<file path="src/rtl/core/sfp_pkg.sv">
`default_nettype none

package sfp_pkg;

    // Start marker that opens every frame ('$').
    localparam logic [7:0] START_MARKER = 8'h24;

    // Byte position inside a frame, one-hot. Hunting waits for the start marker.
    typedef enum logic [6:0] {
        POS_HUNT    = 7'b0000001,
        POS_NAME1   = 7'b0000010,
        POS_NAME2   = 7'b0000100,
        POS_PORT    = 7'b0001000,
        POS_DIST_LO = 7'b0010000,
        POS_DIST_HI = 7'b0100000,
        POS_CHECK   = 7'b1000000
    } pos_t;

    // Payload of one parsed frame.
    typedef struct packed {
        logic [7:0]  name_first;
        logic [7:0]  name_second;
        logic [7:0]  port_number;
        logic [15:0] distance;
    } frame_t;

endpackage

`default_nettype wire

</file>
<file path="src/rtl/core/sfp_in_stage.sv">
`default_nettype none

module sfp_in_stage
    import sfp_pkg::*;
(
    input  wire logic       aclk,
    input  wire logic       aresetn,
    input  wire logic       s_valid,
    output logic            s_ready,
    input  wire logic [7:0] s_rx_byte,
    input  wire logic       take,
    output logic            byte_valid,
    output logic [7:0]      byte_data
);

    logic       valid_reg;
    logic       valid_next;
    logic [7:0] byte_reg;

    // The register accepts a new byte when empty or when its byte leaves now.
    assign s_ready    = !valid_reg || take;
    assign valid_next = (s_valid && s_ready) || (valid_reg && !take);

    always_ff @(posedge aclk) begin
        if (!aresetn) begin
            valid_reg <= 1'b0;
        end else begin
            valid_reg <= valid_next;
        end
    end

    always_ff @(posedge aclk) begin
        if (s_valid && s_ready) begin
            byte_reg <= s_rx_byte;
        end
    end

    assign byte_valid = valid_reg;
    assign byte_data  = byte_reg;

endmodule

`default_nettype wire

</file>
<file path="src/rtl/core/sfp_parser.sv">
`default_nettype none

module sfp_parser
    import sfp_pkg::*;
(
    input  wire logic       aclk,
    input  wire logic       aresetn,
    input  wire logic       byte_fire,
    input  wire logic [7:0] byte_data,
    output logic            res_valid,
    output frame_t          res_frame
);

    pos_t        pos_reg;
    pos_t        pos_next;
    logic [7:0]  xor_reg;
    logic [7:0]  xor_next;
    logic [7:0]  first_reg;
    logic [7:0]  first_next;
    logic [7:0]  second_reg;
    logic [7:0]  second_next;
    logic [7:0]  port_reg;
    logic [7:0]  port_next;
    logic [15:0] dist_reg;
    logic [15:0] dist_next;

    always_comb begin
        pos_next    = pos_reg;
        xor_next    = xor_reg;
        first_next  = first_reg;
        second_next = second_reg;
        port_next   = port_reg;
        dist_next   = dist_reg;
        res_valid   = 1'b0;
        if (byte_fire) begin
            case (pos_reg)
                POS_HUNT: begin
                    if (byte_data == START_MARKER) begin
                        xor_next = xor_reg ^ byte_data;
                        pos_next = POS_NAME1;
                    end
                end
                POS_NAME1: begin
                    first_next = byte_data;
                    xor_next   = xor_reg ^ byte_data;
                    pos_next   = POS_NAME2;
                end
                POS_NAME2: begin
                    second_next = byte_data;
                    xor_next    = xor_reg ^ byte_data;
                    pos_next    = POS_PORT;
                end
                POS_PORT: begin
                    port_next = byte_data;
                    xor_next  = xor_reg ^ byte_data;
                    pos_next  = POS_DIST_LO;
                end
                POS_DIST_LO: begin
                    dist_next = {8'h00, byte_data};
                    xor_next  = xor_reg ^ byte_data;
                    pos_next  = POS_DIST_HI;
                end
                POS_DIST_HI: begin
                    dist_next = {byte_data, dist_reg[7:0]};
                    xor_next  = xor_reg ^ byte_data;
                    pos_next  = POS_CHECK;
                end
                POS_CHECK: begin
                    // A bad checksum drops the frame without a result.
                    res_valid = (xor_reg == byte_data);
                    xor_next  = 8'h00;
                    pos_next  = POS_HUNT;
                end
                default: begin
                    xor_next = 8'h00;
                    pos_next = POS_HUNT;
                end
            endcase
        end
    end

    always_ff @(posedge aclk) begin
        if (!aresetn) begin
            pos_reg <= POS_HUNT;
            xor_reg <= 8'h00;
        end else begin
            pos_reg <= pos_next;
            xor_reg <= xor_next;
        end
    end

    always_ff @(posedge aclk) begin
        first_reg  <= first_next;
        second_reg <= second_next;
        port_reg   <= port_next;
        dist_reg   <= dist_next;
    end

    assign res_frame.name_first  = first_reg;
    assign res_frame.name_second = second_reg;
    assign res_frame.port_number = port_reg;
    assign res_frame.distance    = dist_reg;

    a_hunt_xor_clear: assert property (@(posedge aclk) disable iff (!aresetn)
        (pos_reg == POS_HUNT) |-> (xor_reg == 8'h00))
        else $error("running checksum not clear while hunting");

    a_result_only_on_check: assert property (@(posedge aclk) disable iff (!aresetn)
        res_valid |-> (byte_fire && (pos_reg == POS_CHECK)))
        else $error("result raised outside the checksum byte");

    a_check_returns_to_hunt: assert property (@(posedge aclk) disable iff (!aresetn)
        (byte_fire && (pos_reg == POS_CHECK)) |=> (pos_reg == POS_HUNT))
        else $error("parser did not return to hunting after the checksum byte");

endmodule

`default_nettype wire

</file>
<file path="src/rtl/core/sfp_out_stage.sv">
`default_nettype none

module sfp_out_stage
    import sfp_pkg::*;
(
    input  wire logic    aclk,
    input  wire logic    aresetn,
    input  wire logic    load,
    input  wire frame_t  load_frame,
    output logic         free,
    output logic         m_valid,
    input  wire logic    m_ready,
    output frame_t       m_frame
);

    logic   valid_reg;
    logic   valid_next;
    frame_t frame_reg;

    // The result register can take a new frame when empty or being emptied.
    assign free       = !valid_reg || m_ready;
    assign valid_next = load || (valid_reg && !m_ready);

    always_ff @(posedge aclk) begin
        if (!aresetn) begin
            valid_reg <= 1'b0;
        end else begin
            valid_reg <= valid_next;
        end
    end

    always_ff @(posedge aclk) begin
        if (load) begin
            frame_reg <= load_frame;
        end
    end

    assign m_valid = valid_reg;
    assign m_frame = frame_reg;

endmodule

`default_nettype wire

</file>
<file path="src/rtl/core/sonar_frame_parser_core.sv">
`default_nettype none

// Channel   Direction  Handshake          Payload
// s_        in         s_valid/s_ready    s_rx_byte[7:0]
// m_        out        m_valid/m_ready    m_name_first, m_name_second, m_port_number,
//                                         m_distance[15:0]
//
// One request is taken per cycle while the result register has room; a result, if any,
// passes the input register, the rate-setting parser step and then the result register.
// Reset (aresetn low, synchronous) returns the parser to hunting for the start marker.
// When m_ready is low with a result held, the input register still fills and s_ready
// then drops until the result is taken.

module sonar_frame_parser_core
    import sfp_pkg::*;
(
    input  wire logic        aclk,
    input  wire logic        aresetn,
    input  wire logic        s_valid,
    output logic             s_ready,
    input  wire logic [7:0]  s_rx_byte,
    output logic             m_valid,
    input  wire logic        m_ready,
    output logic [7:0]       m_name_first,
    output logic [7:0]       m_name_second,
    output logic [7:0]       m_port_number,
    output logic [15:0]      m_distance
);

    logic       byte_valid;
    logic [7:0] byte_data;
    logic       take;
    logic       out_free;
    logic       res_valid;
    frame_t     res_frame;
    frame_t     out_frame;

    // A held byte is parsed only when the result register has room, so a
    // completed frame never needs to wait inside the parser.
    assign take = byte_valid && out_free;

    sfp_in_stage u_in_stage (
        .aclk       (aclk),
        .aresetn    (aresetn),
        .s_valid    (s_valid),
        .s_ready    (s_ready),
        .s_rx_byte  (s_rx_byte),
        .take       (take),
        .byte_valid (byte_valid),
        .byte_data  (byte_data)
    );

    sfp_parser u_parser (
        .aclk      (aclk),
        .aresetn   (aresetn),
        .byte_fire (take),
        .byte_data (byte_data),
        .res_valid (res_valid),
        .res_frame (res_frame)
    );

    sfp_out_stage u_out_stage (
        .aclk       (aclk),
        .aresetn    (aresetn),
        .load       (res_valid),
        .load_frame (res_frame),
        .free       (out_free),
        .m_valid    (m_valid),
        .m_ready    (m_ready),
        .m_frame    (out_frame)
    );

    assign m_name_first  = out_frame.name_first;
    assign m_name_second = out_frame.name_second;
    assign m_port_number = out_frame.port_number;
    assign m_distance    = out_frame.distance;

endmodule

`default_nettype wire

</file>
<file path="config.mk">
export PLATFORM = sky130hd
export DESIGN_NAME = sonar_frame_parser_core
export DESIGN_NICKNAME = d
export VERILOG_FILES = /design/src/rtl/core/sfp_pkg.sv /design/src/rtl/core/sfp_in_stage.sv /design/src/rtl/core/sfp_parser.sv /design/src/rtl/core/sfp_out_stage.sv /design/src/rtl/core/sonar_frame_parser_core.sv
export SDC_FILE = /design/constraint.sdc
export NUM_CORES = 1
export LEC_CHECK = 0
export ABC_AREA = 1
export BUFFER_PORTS_ARGS = -buffer_cell sky130_fd_sc_hd__buf_2
export CORE_MARGIN = 10
export CORE_UTILIZATION = 30
export CTS_CLUSTER_DIAMETER = 50
export DETAILED_ROUTE_END_ITERATION = 8
export PLACE_DENSITY = 0.53
export SLEW_MARGIN = 20
export SYNTH_ARGS = -nofsm -noshare
export SYNTH_HDL_FRONTEND = slang
export SYNTH_SLANG_ARGS = --single-unit
export TNS_END_PERCENT = 50
</file>
<file path="constraint.sdc">
create_clock -name aclk -period 4.3 [get_ports aclk]
set_clock_uncertainty 0.05 [all_clocks]
set_input_delay 0.215 -clock aclk [delete_from_list [all_inputs] [get_ports aclk]]
set_output_delay 0.215 -clock aclk [all_outputs]
set_load 0.01 [all_outputs]
</file>
==> metrics.md <==
| Metric | Value |
|---|---|
| Status | complete, no violations |
| Row count | between 40 and 50 |
| Max-slew headroom | between 30% and 40% |
| Critical Path End Type | register |
| Root Driver | clkbuf_16 |
| Place WS | 2.17 ns |
| CP Data Required Time | between 4 and 5 ns |
| Share of layout cells above drive strength 1 | 28.9% |
| Max-cap viol count | 0 |
| Tmin final | 2.12 ns |
| DRC violations left | 0 |
| Setup bufs post-CTS | 0 |
| DRT iter0 DRCs | between 150 and 200 |
| Wire per inst | ~14 um |
| Starting Density | roughly 30% |
| Yosys top cell area share | about two thirds |
| Final setup TNS | 0 ns |
| Die Area | 0.0178 sq mm |
| Synthesized instance count | between 200 and 300 |
| WP data arrival | 2.12 ns |
| Die span in y | between 100 and 150 um |
| Leakage power | between 1.5 and 2 nW |
| Switching Share | between 15 and 20% |
| Routability Congestion | around 0.84 |
| P_int | 1.64 mW |
| Register bit total from synthesis | about 110 |
| Fin crit share | 49.2% |
| TritonCTS buffer count | 9 |
| Area of the mapped netlist | roughly 0.0039 sq mm |
| Critical path peak fanout | 8 |
| CORE AREA | 0.0126 sq mm |
| CTS clk-pin slew, worst paths | ~0.06 ns |
| Max FFs per register | 40 |
| Comb pwr share | between 2 and 2.5% |
| Worst Max-Slew Pin Slew | roughly 0.95 ns |
| CTS Sinks | 105 |
| Maximum VDD drop | between 150 and 200 uV |
| Overflow after GRT | 0 |
| Post-synthesis cell type count | 22 |
| Post-DR vias/cell | slightly above 4 |
| Dominant cell type by area after synthesis | edfxtp_1 |
| First-pass GRT wire length | roughly 12000 um |
| Hold Vio Cnt, Final | 0 |
| Syn nets | 291 |
| Final nets | 360 |
| Fin. max-slew vios | 0 |
| Post-DP HPWL | 5190 um |
| Clock Latency Late Sink | 0.33 ns |
| RSZ-0062 raised after global routing | no |
| Chip width | about 130 um |
| CTS H-tree depth | 3 |
| Resized Gates After CTS | 0 |
| ANT nets after route | 0 |
| Setup Viol. Count Final | 0 |
| Port-buffer cells | between 50 and 60 |
| Clk buf depth | 2 |
| Initial antenna violation count | 0 |
| Number of warnings issued by yosys | 0 |
| Max Freq | about 0.47 GHz |
| Routed wire length | between 7000 and 8000 um |
| Ports | 54 |
| Clock power share | between 40% and 50% |
| Worst Hold Class | in2reg |
| Top post-synthesis cells by area | edfxtp_1, dfxtp_1, nand2_1 |
| Sequential share of power | between 50 and 60% |
| Largest net degree at the start of global routing | around 40 |
| Pre-antenna DRT Iters | 4 |
| Via Count | ~2.2k |
| Total Routing Usage GR | 8.47% |
| PnR worst setup slack | between 2 and 2.5 ns |
| Area grow syn2layout | 22.2% |
| Antenna diodes | 0 |
| Setup Crit Path Kind | reg2reg |
| Seq/Total Area, Yosys | a little under 80% |
| CTS tree | yes |
| CP startpoint kind | register |
| Vias in the first global route | ~2.2k |
| Avg Inst Size Synth | 13.8 sq um |
| CTS Hold Bufs | 1 |
| Psw | roughly 360 uW |
| Pwr Density | roughly 420 mW/mm^2 |
-- metrics by stage --
stage	cell area, sq um	cells	utilization (%)	power [mW]	hold slack (ns)
final	4720	525	37.4	2.00	0.0127
after floorplan	3860	279	-	1.15	0.250
after CTS	4710	524	37.3	2.02	0.00357
after global placement	4380	507	34.7	1.17	0.345
after global routing	4720	525	37.4	2.08	0.00444
after detailed placement	4380	507	34.7	1.17	0.355
-- layout make-up --
cell class | count | area (sq um)
inverters | 38 | 143
multi-input cells | 136 | 751
well taps | 172 | 215
clock buffers | 13 | 250
repair buffers | 58 | 308
fillers | 1230 | 7900
flip-flops and latches | 105 | 2980
clock inverters | 3 | 67.6
-- cells in the final DEF, fill, tap and decap left out, types with 2 or more instances in the layout --
master / Yosys / layout
clkbuf_16: 0 / 9
nand3_1: 15 / 15
nor3_1: 5 / 4
inv_1: 31 / 31
dlygate4sd3_1: 0 / 2
nand2_1: 38 / 38
nand3b_1: 3 / 3
nor2_2: 14 / 14
inv_2: 7 / 7
edfxtp_1: 88 / 88
xnor2_1: 7 / 7
buf_2: 0 / 53
bufinv_16: 0 / 2
nor2_1: 32 / 32
nand2_2: 2 / 2
clkbuf_1: 0 / 3
nand2_4: 3 / 3
a21oi_1: 8 / 8
nand3_4: 2 / 2
dfxtp_1: 17 / 17
buf_4: 0 / 3
-- logic make-up after synthesis --
kind of cell / after synthesis / synth area share (%)
AND/OR/NAND/NOR: 119 / 16.0
flip-flops: 105 / 77.3
buffers and inverters: 38 / 3.70
AO/OA/AOI/OAI: 9 / 1.17
XOR/XNOR: 8 / 1.82
-- routing by layer --
metal | vias to the layer above | global-route usage, % | routed length, um
met2 | 52 | 13.3 | 3390
met3 | 11 | 3.95 | 507
li1 | 1081 | - | -
met1 | 1015 | 9.90 | 3210
met5 | - | 0 | 0
met4 | 0 | 3.14 | 114
-- critical path, stage by stage (launching register included) --
cell and delay, ns:
dfxtp_1 0.32, inv_1 0.10, nor2_4 0.06, nor2_8 0.18, inv_1 0.13, nor3_1 0.72, buf_4 0.27
-- cells in the mapped netlist (all sizes together) --
cell	count
o21ai	1
nor3b	1
xnor2	7
nor2	48
a21oi	8
inv	38
xor2	1
nor3	5
nand2	44
nand3b	3
nand4	1
dfxtp	17
edfxtp	88
nand3	17
-- path summary, 6_finish.rpt --
kind	start	end	slack, ns	cells past startpoint
setup / recovery	u_out_stage.m_valid	u_parser.second_reg[3]	2.18	6
hold / removal	s_rx_byte[4]	u_in_stage.byte_data[4]	0.01	1
setup reg to reg	u_out_stage.m_valid	u_parser.second_reg[3]	2.18	6
hold reg to reg	u_parser.dist_reg[14]	u_out_stage.m_frame[14]	0.37	0
-- power by group through the flow --
stage	sequential [mW]	combinational (mW)	clock, mW
finish	1.11	0.0440	0.852
global route	1.11	0.0495	0.920
floorplan	1.13	0.0285	0
CTS	1.11	0.0440	0.872
detailed placement	1.13	0.0430	0
global placement	1.13	0.0426	0
Power figures use the tool's default switching activity.
